File: src/design/bclp_pkg.sv
package bclp_pkg;

  localparam int unsigned MS_W    = 10;
  localparam int unsigned WIN_W   = 16;
  localparam int unsigned TIMER_W = 17;
  localparam int unsigned COUNT_W = 8;
  localparam int unsigned KIND_W  = 2;
  localparam int unsigned APB_AW  = 4;
  localparam int unsigned APB_DW  = 32;

  localparam logic             ACTIVE_LEVEL_RST   = 1'b0;
  localparam logic [WIN_W-1:0] RELEASE_WINDOW_RST = 16'd300;
  localparam logic [WIN_W-1:0] PRESS_WINDOW_RST   = 16'd200;
  localparam logic [WIN_W-1:0] LONG_REPEAT_RST    = 16'd200;

  typedef enum logic {
    OP_TICK = 1'b0,
    OP_READ = 1'b1
  } opcode_t;

  typedef enum logic [KIND_W-1:0] {
    KIND_NONE  = 2'd0,
    KIND_CLICK = 2'd1,
    KIND_LONG  = 2'd2
  } kind_t;

  typedef enum logic [1:0] {
    REG_ACTIVE_LEVEL   = 2'd0,
    REG_RELEASE_WINDOW = 2'd1,
    REG_PRESS_WINDOW   = 2'd2,
    REG_LONG_REPEAT    = 2'd3
  } reg_idx_t;

  typedef struct packed {
    logic             active_level;
    logic [WIN_W-1:0] release_window;
    logic [WIN_W-1:0] press_window;
    logic [WIN_W-1:0] long_repeat;
  } cfg_t;

  typedef struct packed {
    opcode_t         opcode;
    logic            pin_level;
    logic [MS_W-1:0] tick_ms;
  } item_t;

  typedef struct packed {
    logic               event_pending;
    logic               got_event;
    logic [KIND_W-1:0]  press_kind;
    logic [COUNT_W-1:0] press_count;
  } result_t;

endpackage

File: src/design/bclp_regs.sv
module bclp_regs (
  input  logic                        clk,
  input  logic                        rst_n,
  input  logic                        psel,
  input  logic                        penable,
  input  logic                        pwrite,
  input  logic [bclp_pkg::APB_AW-1:0] paddr,
  input  logic [bclp_pkg::APB_DW-1:0] pwdata,
  output logic [bclp_pkg::APB_DW-1:0] prdata,
  output logic                        pready,
  output bclp_pkg::cfg_t              cfg
);
  import bclp_pkg::*;

  cfg_t     cfg_r;
  cfg_t     cfg_nxt;
  reg_idx_t idx;
  logic     wr_en;

  assign idx    = reg_idx_t'(paddr[3:2]);
  assign wr_en  = psel && penable && pwrite;
  assign pready = 1'b1;
  assign cfg    = cfg_r;

  always_comb begin
    cfg_nxt = cfg_r;
    if (wr_en) begin
      case (idx)
        REG_ACTIVE_LEVEL:   cfg_nxt.active_level   = pwdata[0];
        REG_RELEASE_WINDOW: cfg_nxt.release_window = pwdata[WIN_W-1:0];
        REG_PRESS_WINDOW:   cfg_nxt.press_window   = pwdata[WIN_W-1:0];
        REG_LONG_REPEAT:    cfg_nxt.long_repeat    = pwdata[WIN_W-1:0];
        default:            cfg_nxt = cfg_r;
      endcase
    end
  end

  always_comb begin
    case (idx)
      REG_ACTIVE_LEVEL:   prdata = {{(APB_DW-1){1'b0}}, cfg_r.active_level};
      REG_RELEASE_WINDOW: prdata = {{(APB_DW-WIN_W){1'b0}}, cfg_r.release_window};
      REG_PRESS_WINDOW:   prdata = {{(APB_DW-WIN_W){1'b0}}, cfg_r.press_window};
      REG_LONG_REPEAT:    prdata = {{(APB_DW-WIN_W){1'b0}}, cfg_r.long_repeat};
      default:            prdata = '0;
    endcase
  end

  always_ff @(posedge clk) begin
    if (!rst_n) begin
      cfg_r.active_level   <= ACTIVE_LEVEL_RST;
      cfg_r.release_window <= RELEASE_WINDOW_RST;
      cfg_r.press_window   <= PRESS_WINDOW_RST;
      cfg_r.long_repeat    <= LONG_REPEAT_RST;
    end else begin
      cfg_r <= cfg_nxt;
    end
  end

endmodule

File: src/design/bclp_engine.sv
module bclp_engine (
  input  logic              clk,
  input  logic              rst_n,
  input  bclp_pkg::cfg_t    cfg,
  input  logic              fire,
  input  bclp_pkg::item_t   item,
  output bclp_pkg::result_t result
);
  import bclp_pkg::*;

  logic [TIMER_W-1:0] window_r, window_nxt;
  logic               armed_r, armed_nxt;
  logic [COUNT_W-1:0] count_r, count_nxt;
  logic [TIMER_W-1:0] long_r, long_nxt;
  kind_t              kind_r, kind_nxt;
  logic               event_r, event_nxt;

  logic [TIMER_W-1:0] ms_ext;
  logic [TIMER_W-1:0] win_dec;
  logic [TIMER_W-1:0] win_press;
  logic [TIMER_W:0]   long_sum;
  logic [TIMER_W-1:0] rel_win_ext;

  assign ms_ext      = {{(TIMER_W-MS_W){1'b0}}, item.tick_ms};
  assign rel_win_ext = {{(TIMER_W-WIN_W){1'b0}}, cfg.release_window};

  always_comb begin
    window_nxt = window_r;
    armed_nxt  = armed_r;
    count_nxt  = count_r;
    long_nxt   = long_r;
    kind_nxt   = kind_r;
    event_nxt  = event_r;
    win_dec    = (window_r > ms_ext) ? (window_r - ms_ext) : '0;
    win_press  = win_dec;
    long_sum   = {1'b0, long_r} + {1'b0, ms_ext};

    result.got_event   = 1'b0;
    result.press_kind  = KIND_NONE;
    result.press_count = '0;

    case (item.opcode)
      OP_TICK: begin
        // While an event waits to be read, ticks leave the state alone.
        if (!event_r) begin
          if (item.pin_level == cfg.active_level) begin
            if (win_dec != '0) begin
              if (!armed_r) begin
                win_press = {{(TIMER_W-WIN_W){1'b0}}, cfg.press_window};
                count_nxt = count_r + 1'b1;
                armed_nxt = 1'b1;
              end
              kind_nxt = KIND_CLICK;
            end
            window_nxt = win_press;
            // A zero press window falls straight through to the long press path.
            if (win_press == '0) begin
              long_nxt = long_sum[TIMER_W-1:0];
              if (long_sum[TIMER_W-1:0] > {{(TIMER_W-WIN_W){1'b0}}, cfg.long_repeat}) begin
                long_nxt  = '0;
                event_nxt = 1'b1;
              end
              kind_nxt = KIND_LONG;
            end
          end else begin
            armed_nxt = 1'b0;
            long_nxt  = '0;
            if (window_r < rel_win_ext) begin
              window_nxt = window_r + ms_ext;
            end
            if (kind_r == KIND_CLICK && window_nxt >= rel_win_ext) begin
              event_nxt = 1'b1;
            end
          end
        end
      end
      OP_READ: begin
        if (event_r) begin
          result.got_event   = 1'b1;
          result.press_kind  = kind_r;
          result.press_count = count_r;
          count_nxt          = '0;
          event_nxt          = 1'b0;
        end
      end
      default: begin
        event_nxt = event_r;
      end
    endcase

    result.event_pending = event_nxt;
  end

  always_ff @(posedge clk) begin
    if (!rst_n) begin
      window_r <= {{(TIMER_W-WIN_W){1'b0}}, RELEASE_WINDOW_RST};
      armed_r  <= 1'b0;
      count_r  <= '0;
      long_r   <= '0;
      kind_r   <= KIND_NONE;
      event_r  <= 1'b0;
    end else if (fire) begin
      window_r <= window_nxt;
      armed_r  <= armed_nxt;
      count_r  <= count_nxt;
      long_r   <= long_nxt;
      kind_r   <= kind_nxt;
      event_r  <= event_nxt;
    end
  end

endmodule

File: src/design/bclp_outq.sv
module bclp_outq (
  input  logic              clk,
  input  logic              rst_n,
  input  logic              push,
  input  bclp_pkg::result_t push_data,
  output logic              space,
  output logic              full,
  output logic              out_valid,
  input  logic              out_stall,
  output bclp_pkg::result_t out_data
);
  import bclp_pkg::*;

  result_t head_r, head_nxt;
  result_t skid_r, skid_nxt;
  logic    head_v_r, head_v_nxt;
  logic    skid_v_r, skid_v_nxt;
  logic    pop;

  assign pop       = head_v_r && !out_stall;
  assign full      = head_v_r && skid_v_r;
  assign space     = !full || pop;
  assign out_valid = head_v_r;
  assign out_data  = head_r;

  always_comb begin
    head_nxt   = head_r;
    skid_nxt   = skid_r;
    head_v_nxt = head_v_r;
    skid_v_nxt = skid_v_r;
    if (pop) begin
      if (skid_v_r) begin
        head_nxt   = skid_r;
        skid_nxt   = push_data;
        skid_v_nxt = push;
      end else begin
        head_nxt   = push_data;
        head_v_nxt = push;
      end
    end else if (push) begin
      if (!head_v_r) begin
        head_nxt   = push_data;
        head_v_nxt = 1'b1;
      end else begin
        skid_nxt   = push_data;
        skid_v_nxt = 1'b1;
      end
    end
  end

  always_ff @(posedge clk) begin
    head_r <= head_nxt;
    skid_r <= skid_nxt;
    if (!rst_n) begin
      head_v_r <= 1'b0;
      skid_v_r <= 1'b0;
    end else begin
      head_v_r <= head_v_nxt;
      skid_v_r <= skid_v_nxt;
    end
  end

endmodule

File: src/design/button_click_long_press_classifier.sv
// Channel   Ports                                           Direction
// input     in_valid, in_stall, in_opcode, in_pin_level,    item in
//           in_tick_ms
// result    out_valid, out_stall, out_event_pending,        one result per item
//           out_got_event, out_press_kind, out_press_count
// config    psel, penable, pwrite, paddr, pwdata, prdata,   register access
//           pready
//
// Each item is registered at the input, classified once the result buffer has
// space, and written into that two-entry buffer. One item per cycle is sustained
// while out_stall is low; the button state changes as each item is classified.
// in_stall rises only when the input register and both buffer entries are full.
// rst_n is synchronous; it restores the register defaults and the button state.
module button_click_long_press_classifier (
  input  logic                             clk,
  input  logic                             rst_n,
  input  logic                             in_valid,
  output logic                             in_stall,
  input  logic                             in_opcode,
  input  logic                             in_pin_level,
  input  logic [bclp_pkg::MS_W-1:0]        in_tick_ms,
  output logic                             out_valid,
  input  logic                             out_stall,
  output logic                             out_event_pending,
  output logic                             out_got_event,
  output logic [bclp_pkg::KIND_W-1:0]      out_press_kind,
  output logic [bclp_pkg::COUNT_W-1:0]     out_press_count,
  input  logic                             psel,
  input  logic                             penable,
  input  logic                             pwrite,
  input  logic [bclp_pkg::APB_AW-1:0]      paddr,
  input  logic [bclp_pkg::APB_DW-1:0]      pwdata,
  output logic [bclp_pkg::APB_DW-1:0]      prdata,
  output logic                             pready
);
  import bclp_pkg::*;

  cfg_t    cfg;
  item_t   item_r, item_nxt;
  logic    item_v_r, item_v_nxt;
  logic    in_fire;
  logic    fire;
  logic    q_space;
  logic    q_full;
  result_t result;
  result_t out_data;

  assign in_stall = item_v_r && q_full;
  assign in_fire  = in_valid && !in_stall;
  assign fire     = item_v_r && q_space;

  always_comb begin
    item_nxt   = item_r;
    item_v_nxt = item_v_r && !fire;
    if (in_fire) begin
      item_nxt.opcode    = opcode_t'(in_opcode);
      item_nxt.pin_level = in_pin_level;
      item_nxt.tick_ms   = in_tick_ms;
      item_v_nxt         = 1'b1;
    end
  end

  always_ff @(posedge clk) begin
    item_r <= item_nxt;
    if (!rst_n) begin
      item_v_r <= 1'b0;
    end else begin
      item_v_r <= item_v_nxt;
    end
  end

  bclp_regs u_regs (
    .clk     (clk),
    .rst_n   (rst_n),
    .psel    (psel),
    .penable (penable),
    .pwrite  (pwrite),
    .paddr   (paddr),
    .pwdata  (pwdata),
    .prdata  (prdata),
    .pready  (pready),
    .cfg     (cfg)
  );

  bclp_engine u_engine (
    .clk    (clk),
    .rst_n  (rst_n),
    .cfg    (cfg),
    .fire   (fire),
    .item   (item_r),
    .result (result)
  );

  bclp_outq u_outq (
    .clk       (clk),
    .rst_n     (rst_n),
    .push      (fire),
    .push_data (result),
    .space     (q_space),
    .full      (q_full),
    .out_valid (out_valid),
    .out_stall (out_stall),
    .out_data  (out_data)
  );

  assign out_event_pending = out_data.event_pending;
  assign out_got_event     = out_data.got_event;
  assign out_press_kind    = out_data.press_kind;
  assign out_press_count   = out_data.press_count;

endmodule
File: config.mk
export PLATFORM = sky130hd
export DESIGN_NAME = button_click_long_press_classifier
export DESIGN_NICKNAME = d
export VERILOG_FILES = /design/src/design/bclp_pkg.sv /design/src/design/bclp_regs.sv /design/src/design/bclp_engine.sv /design/src/design/bclp_outq.sv /design/src/design/button_click_long_press_classifier.sv
export SDC_FILE = /design/constraint.sdc
export NUM_CORES = 1
export LEC_CHECK = 0
export BUFFER_PORTS_ARGS = -buffer_cell sky130_fd_sc_hd__buf_4
export CORE_UTILIZATION = 50
export DETAILED_ROUTE_END_ITERATION = 8
export PLACE_DENSITY_LB_ADDON = 0.2
export SYNTH_ARGS = -nofsm -noshare
export SYNTH_HDL_FRONTEND = slang
export SYNTH_SLANG_ARGS = --single-unit
File: constraint.sdc
create_clock -name clk -period 3.9 [get_ports clk]
set_input_delay 0 -clock clk [delete_from_list [all_inputs] [get_ports clk]]
set_output_delay 0 -clock clk [all_outputs]
set_load 0.02 [all_outputs]
Word-level counts from Yosys, hierarchy flattened

Cells that the tools add are included.

Memories kept: 0
Bits in latches: 0
Output and inout port bits: 47
Bits in writable memories: 0
Flip-flop bits (word level): 134
Logic and storage cells: 131
Memory bits (read-only): 0

Add/subtract/negate cells: 4
Eq/ne operators: 15
$lt $le $gt $ge: 4
Reductions and logical operators: 33
Div/mod/pow operators: 0
Multipliers: 0
Shift-type cells: 0
Muxes and demuxes: 49
Bitwise gates (word level): 2

Operators with widths:

| operator                                              | number |
|---|---|
| 2-to-1 mux 17 bit                                     | 14 |
| one-hot mux 32 bit (4 select lines)                   | 1 |
| 2-to-1 mux 12 bit                                     | 8 |
| 2-to-1 mux 8 bit                                      | 5 |
| adder 17 x 10 -> 17 bit                               | 2 |
| 2-to-1 mux 11 bit                                     | 2 |
| >= comparator 17 x 16 -> 1 bit                        | 1 |
| greater-than comparator 17 x 10 -> 1 bit              | 1 |
| greater-than comparator 17 x 16 -> 1 bit              | 1 |
| zero test 17 bit                                      | 1 |
| less-than comparator 17 x 16 -> 1 bit                 | 1 |
| nonzero test 17 bit                                   | 1 |
| subtractor 17 x 10 -> 17 bit                          | 1 |
| one-hot mux 8 bit (2 select lines)                    | 1 |
| 2-to-1 mux 1 bit                                      | 15 |
| AND reduction 2 bit                                   | 7 |
| inequality test 2 bit, second input constant          | 6 |
| logical AND 1 bit                                     | 9 |
| adder 8 x 1 -> 8 bit, second input constant           | 1 |
| inequality test 2 x 1 -> 1 bit, second input constant | 4 |
| AND reduction 4 bit                                   | 2 |
| AND reduction 3 bit                                   | 2 |
| AND reduction 6 bit                                   | 1 |
| nonzero test 2 bit                                    | 3 |
| other kinds (10)                                      | 17 |

Longest topological paths before layout

Word-level depth: 15
Mapped depth: 22
Gate-level depth less buffers: 21

Cells and area by module

A second synthesis with hierarchy kept.

Cell total of the unflattened synthesis: 1074
Area, all modules: 9616.7 um2

By module, submodules not included:

| module                             | seq. area each (um2) | times used | cells each | area each (um2) |
|---|---|---|---|---|
| bclp_engine                        | 920.9                | 1          | 759        | 5760.5 |
| bclp_regs                          | 980.9                | 1          | 245        | 2389.8 |
| bclp_outq                          | 760.7                | 1          | 52         | 1048.5 |
| button_click_long_press_classifier | 380.4                | 1          | 18         | 417.9 |

Least setup slack after synthesis

No wires, ideal clock.

Path type: reg-to-reg
Start: reg item_r[0] (netlist name)
End: reg u_engine.long_r[12]
Stages on the path, launching flop included: 19
Arrival time: 4.031 ns
Setup time: 0.059 ns
Clock period less this slack: 4.090 ns
Buffers on the path: 1
Slack: -0.190 ns
Cell sequence: edfxtp_1 ha_1 fa_1 a21oi_1 o21a_1 o21ai_0 a41oi_1 or2_2 nor2_1 xor2_1 ha_1 a2111oi_0 o211ai_1 a21oi_1 o211ai_1 nor2_1 and3_1 buf_2 a22o_1

Word-level cells in the longest chain between the ends: 10
Elaborated cells on any way between the ends: 17

RTL lines:

| item                                                                                     | RTL line                                 | source |
|---|---|---|
| from (decl)                                                                              | button_click_long_press_classifier.sv:39 | `item_t item_r, item_nxt;` |
| from (signal assigned)                                                                   | button_click_long_press_classifier.sv:64 | `item_r <= item_nxt;` |
| subtractor 17 x 10 -> 17 bit or greater-than comparator 17 x 10 -> 1 bit (tied branches) | bclp_engine.sv:34                        | `win_dec = (window_r > ms_ext) ? (window_r - ms_ext) : '0;` |
| 2-to-1 mux 17 bit                                                                        | bclp_engine.sv:34                        |  |
| nonzero test 17 bit or 2-to-1 mux 17 bit (tied branches)                                 | bclp_engine.sv:47, bclp_engine.sv:48     |  |
| 2-to-1 mux 17 bit                                                                        | bclp_engine.sv:47                        | `if (win_dec != '0) begin` |
| 2-to-1 mux 17 bit                                                                        | bclp_engine.sv:46                        | `if (item.pin_level == cfg.active_level) begin` |
| 2-to-1 mux 17 bit                                                                        | bclp_engine.sv:45                        | `if (!event_r) begin` |
| 2-to-1 mux 17 bit                                                                        | bclp_engine.sv:42                        | `case (item.opcode)` |
| zero test 17 bit                                                                         | bclp_engine.sv:57                        | `if (win_press == '0) begin` |
| inequality test 2 bit (no source line)                                                   | --                                       |  |
| AND reduction 4 bit (no source line)                                                     | --                                       |  |
| to (signal assigned)                                                                     | bclp_engine.sv:106                       | `long_r <= long_nxt;` |
| to (decl)                                                                                | bclp_engine.sv:14                        | `logic [TIMER_W-1:0] long_r, long_nxt;` |

Parallel ways exist; a longest one is shown, timed or not. The select of a mux whose other input is x is not followed.
A chain may end at the register's enable or synchronous reset.

==> results by stage <==
Run status:
- The run finished, with violations left.
- The final reports fail on negative setup slack.

GRT:
- The initial antenna violation count is 0.
- Global routing finished with a remaining overflow of 0.
- The first global-routing pass estimated between 40000 and 50000 um of wire.
- The pin count of the biggest net entering global routing is 55.
- The global-route usage over all layers is 0.312.
- The via count of the first global-routing pass was 8069.

Job:
- The total of max-cap violations is 0.

Die:
- approximately 100 I/O pins were placed.
- The initial utilization of the core area, before any placement, comes to 0.511.
- The total area inside the core boundary comes to 18000 um2.
- The die is 138 um wide.
- From bottom edge to top edge, the die measures between 100 and 150 um.
- The number of rows in the core area is between 40 and 50.
- The die footprint is roughly 19000 um2.

Layout:
- The finished cells cover ~12000 um2.
- The layout overhead on the synthesized area is 25.3%.
- The number of antenna diodes in the final layout is 0.
- Measured on the finished design, the core utilization comes to 0.641.
- Of the cells placed in the final design, the portion with a size suffix greater than 1 is 0.244.
- After the last flow step, the layout net total stands at 1368.
- The count of fill cells added during filler insertion is around 1600.

Detailed routing:
- The detailed router finished its first iteration with between 800 and 900 violations.
- Dividing the detail-routed wire length by the instance count gives 19.6 um.
- Using the TritonRoute via totals, the vias-per-cell ratio works out to approximately 5.9.
- The post-detailed-route count of antenna-violating nets is 0.
- For this run, the detailed router's first-pass iteration total came to 6.
- The post-detailed-route DRC marker count is 0.
- The final route contains ~8600 vias.
- The routed wire length is roughly 29000 um.

Worst setup path:
- The signal on the critical path passes through ha_2 > fa_2 > nor2b_4 > o21bai_1 > a21oi_1 > o21bai_1 > buf_4 > buf_4 > buf_4 > buf_4 > buf_4 > buf_4 > nand2b_1 > xor2_1 > o21ai_1 > ha_1 > a21o_1 > a21oi_1 > o21ai_1 > o21ai_2 > a21o_1 > a31oi_1 > a311oi_2 > o31ai_1.
- On the critical path, the stage with the largest delay is an instance of sky130_fd_sc_hd__edfxtp_1.
- For the worst setup path, the data required time is 4.04 ns.
- The nature of the critical path startpoint is a flop.
- The critical path is of the reg -> reg type.
- Together, buffers and inverters on the worst path number 6.
- In this design, the stage delay of the slowest critical-path cell is 0.39 ns.
- The largest fanout on the critical path is 3.
- In this design, the largest share of critical-path delay is due to compound AO/OA/AOI/OAI gates.
- Setup slack on the worst reg-to-reg path comes out at -0.26 ns.
- For the worst setup path, the data arrival time is ~4.3 ns.
- The cell that appears most often on the critical path is sky130_fd_sc_hd__buf_4.
- STA classifies the critical path endpoint as a flop.

Synthesis:
- The cell type contributing the most total cell area after synthesis is sky130_fd_sc_hd__dfxtp_1.
- The Yosys warning count is 0.
- Averaged over all synthesized cells, the footprint is approximately 8.6 um2.
- Yosys mapped a number of flops with a built-in enable equal to 36.
- The leading cell type by number of instances after synthesis is sky130_fd_sc_hd__nand2_1.
- The number of distinct library cells after synthesis is 81.
- In the post-synthesis netlist, the biggest area contributors are sky130_fd_sc_hd__dfxtp_1 (21%), sky130_fd_sc_hd__edfxtp_1 (12%), sky130_fd_sc_hd__ha_1 (11%).
- The share of synthesized area occupied by flip-flops and latches is 0.330.
- The fraction of post-synthesis cell area in the top cell type by area is 0.213.
- The commonest cells after synthesis are sky130_fd_sc_hd__nand2_1 (158), sky130_fd_sc_hd__dfxtp_1 (98), sky130_fd_sc_hd__a21oi_1 (88), sky130_fd_sc_hd__ha_1 (78), sky130_fd_sc_hd__inv_1 (63).
- After synthesis the cells add up to around 9000 um2.
- In the synthesized netlist the async set-or-reset flop fraction comes to 0.
- Counting flops and latches in the post-synthesis netlist gives between 100 and 150.
- Synthesis produced ~1100 cells.
- The flip-flop cell with the highest count after synthesis is sky130_fd_sc_hd__dfxtp_1.

Timing:
- The final setup TNS is -3.04 ns.
- Setup violations remaining at the end of the flow were counted as 19.
- The final hold slack is about 0.038 ns.
- In the post-route analysis, the smallest setup slack over all paths is -0.264 ns.
- Setup repair after global routing could not meet its margin everywhere.
- The final number of max-transition violations came to 0.
- Clock skew on the completed layout was measured at 0.0119 ns.
- The final number of hold-violating endpoints is 0.
- The slew at the pin closest to its max-slew limit is roughly 1.3 ns.
- The part of the cycle the worst path needs is 1.07.
- The final period demand of the worst path is roughly 4.2 ns.
- Timing would allow up to 240 MHz.
- The worst-case headroom to the max-slew limit is 0.160.

CTS:
- The deepest level of the CTS H-tree is 4.
- The number of sinks on the clock net is between 100 and 150.
- Clock tree synthesis selected as its root buffer the cell sky130_fd_sc_hd__clkbuf_16.
- The TritonCTS clock tree is done.
- After clock tree synthesis, the clock-pin slew on the worst setup and hold paths is about 0.06 ns.
- The buffer levels on the longest clock path is 2.
- The number of clock buffers added by TritonCTS is 17.
- The later pin in the worst-skew pair is clocked with a latency of approximately 0.43 ns.

Power:
- The ratio of total power to cell area is 348 nW/um2.
- The leakage component of the power is ~5.0 nW.
- VDD sags by at most ~350 uV.
- After layout, the design draws a total of ~4.0 mW.

Place:
- Once placement finished, the instance area stood at 10400 um2.
- The HPWL after detailed placement is 20500 um.
- The count of buffers from port buffering is 66.
- At the end of routability-driven placement, the weighted congestion stood at 0.975.

Hold path:
- The path class of the tightest hold or removal check is in -> reg.
## metal layers
| layer | track usage | up-vias | share of wire | wire length [um] |
|---|---|---|---|---|
| li1 | - | 4135 | - | - |
| met1 | 0.385 | 4090 | 0.41 | 12000 |
| met2 | 0.523 | 334 | 0.48 | 13900 |
| met3 | 0.0614 | 77 | 0.064 | 1850 |
| met4 | 0.140 | 0 | 0.040 | 1160 |
| met5 | 0 | - | 0 | 0 |
## registers in the layout (all words and copies together) (netlist names)
signal / cells
item_r: 12
item_v_r: 1
u_outq.skid_r: 12
u_regs.cfg: 49
u_engine.kind_r: 2
u_outq.skid_v_r: 1
u_engine.count_r: 8
u_outq.out_data: 12
u_engine.event_r: 1
u_outq.out_valid: 1
u_engine.window_r: 17
u_engine.armed_r: 1
u_engine.long_r: 17
## metrics by stage
step	setup slack, ns	cells
after global routing	-0.399	1474
after floorplan	-0.00347	1089
final	-0.264	1474
after global placement	-0.239	1391
after CTS	-0.211	1467
after detailed placement	-0.382	1391
## cell families (layout without fill, tap and decap cells)
group                    Yosys count  count (layout)  synth area share
other                              2              17          0.000815
multiplexers                      47              47            0.0566
AO/OA/AOI/OAI                    267             267             0.205
adder cells (fa/ha/maj)           81              81             0.112
buffers and inverters            138             293            0.0675
XOR/XNOR                          46              46            0.0437
AND/OR/NAND/NOR                  359             360             0.184
flip-flops                       134             134             0.330
## cells in the final DEF, fill, tap and decap left out, types with 22 or more instances in the layout
cell and instances:
sky130_fd_sc_hd__buf_4 163, sky130_fd_sc_hd__nand2_1 150, sky130_fd_sc_hd__dfxtp_1 98, sky130_fd_sc_hd__a21oi_1 83, sky130_fd_sc_hd__ha_1 76, sky130_fd_sc_hd__inv_1 62, sky130_fd_sc_hd__nor2_1 58, sky130_fd_sc_hd__edfxtp_1 36
sky130_fd_sc_hd__nand3_1 34, sky130_fd_sc_hd__mux2_2 31, sky130_fd_sc_hd__dlygate4sd3_1 31, sky130_fd_sc_hd__xnor2_1 27, sky130_fd_sc_hd__o21ai_0 22
## power by group
part           internal (mW)  switching, mW  leakage, nW  total, mW
Combinational          0.438          0.589         3.60       1.03
Clock                  0.865          0.629        0.256       1.49
Sequential              1.46         0.0367         1.16       1.50
## what timing repair did
| action | CTS | global route |
|---|---|---|
| pin swaps | 30 | 8 |
| resized for setup | 28 | 23 |
| buffers inserted | 13 | 7 |
| hold endpoints to repair | 64 | 0 |
| hold buffers | 31 | 0 |
| cloned | 1 | 0 |
| endpoints found under the setup margin | 20 | 35 |
## area by class of cell
class / count / area, um2 / area share
clock buffers: 21 / 472 / 0.0408
clock inverters: 11 / 78.8 / 0.00682
well taps: 229 / 287 / 0.0248
repair buffers: 197 / 1590 / 0.137
flip-flops and latches: 134 / 3040 / 0.263
inverters: 64 / 240 / 0.0208
multi-input cells: 818 / 5850 / 0.506
## path summary, 6_finish.rpt
kind	startpoint	end	cells after the start
setup / recovery	item_r[0]$_DFFE_PP_	u_outq.out_data[11]$_DFFE_PP_	24
hold reg to reg	u_engine.long_r[7]$_SDFFE_PN0P_	u_engine.long_r[7]$_SDFFE_PN0P_	2
setup reg to reg	item_r[0]$_DFFE_PP_	u_outq.out_data[11]$_DFFE_PP_	24
hold / removal	rst_n	u_regs.cfg[23]$_SDFFE_PN1P_	2
Power figures use the tool's default switching activity.
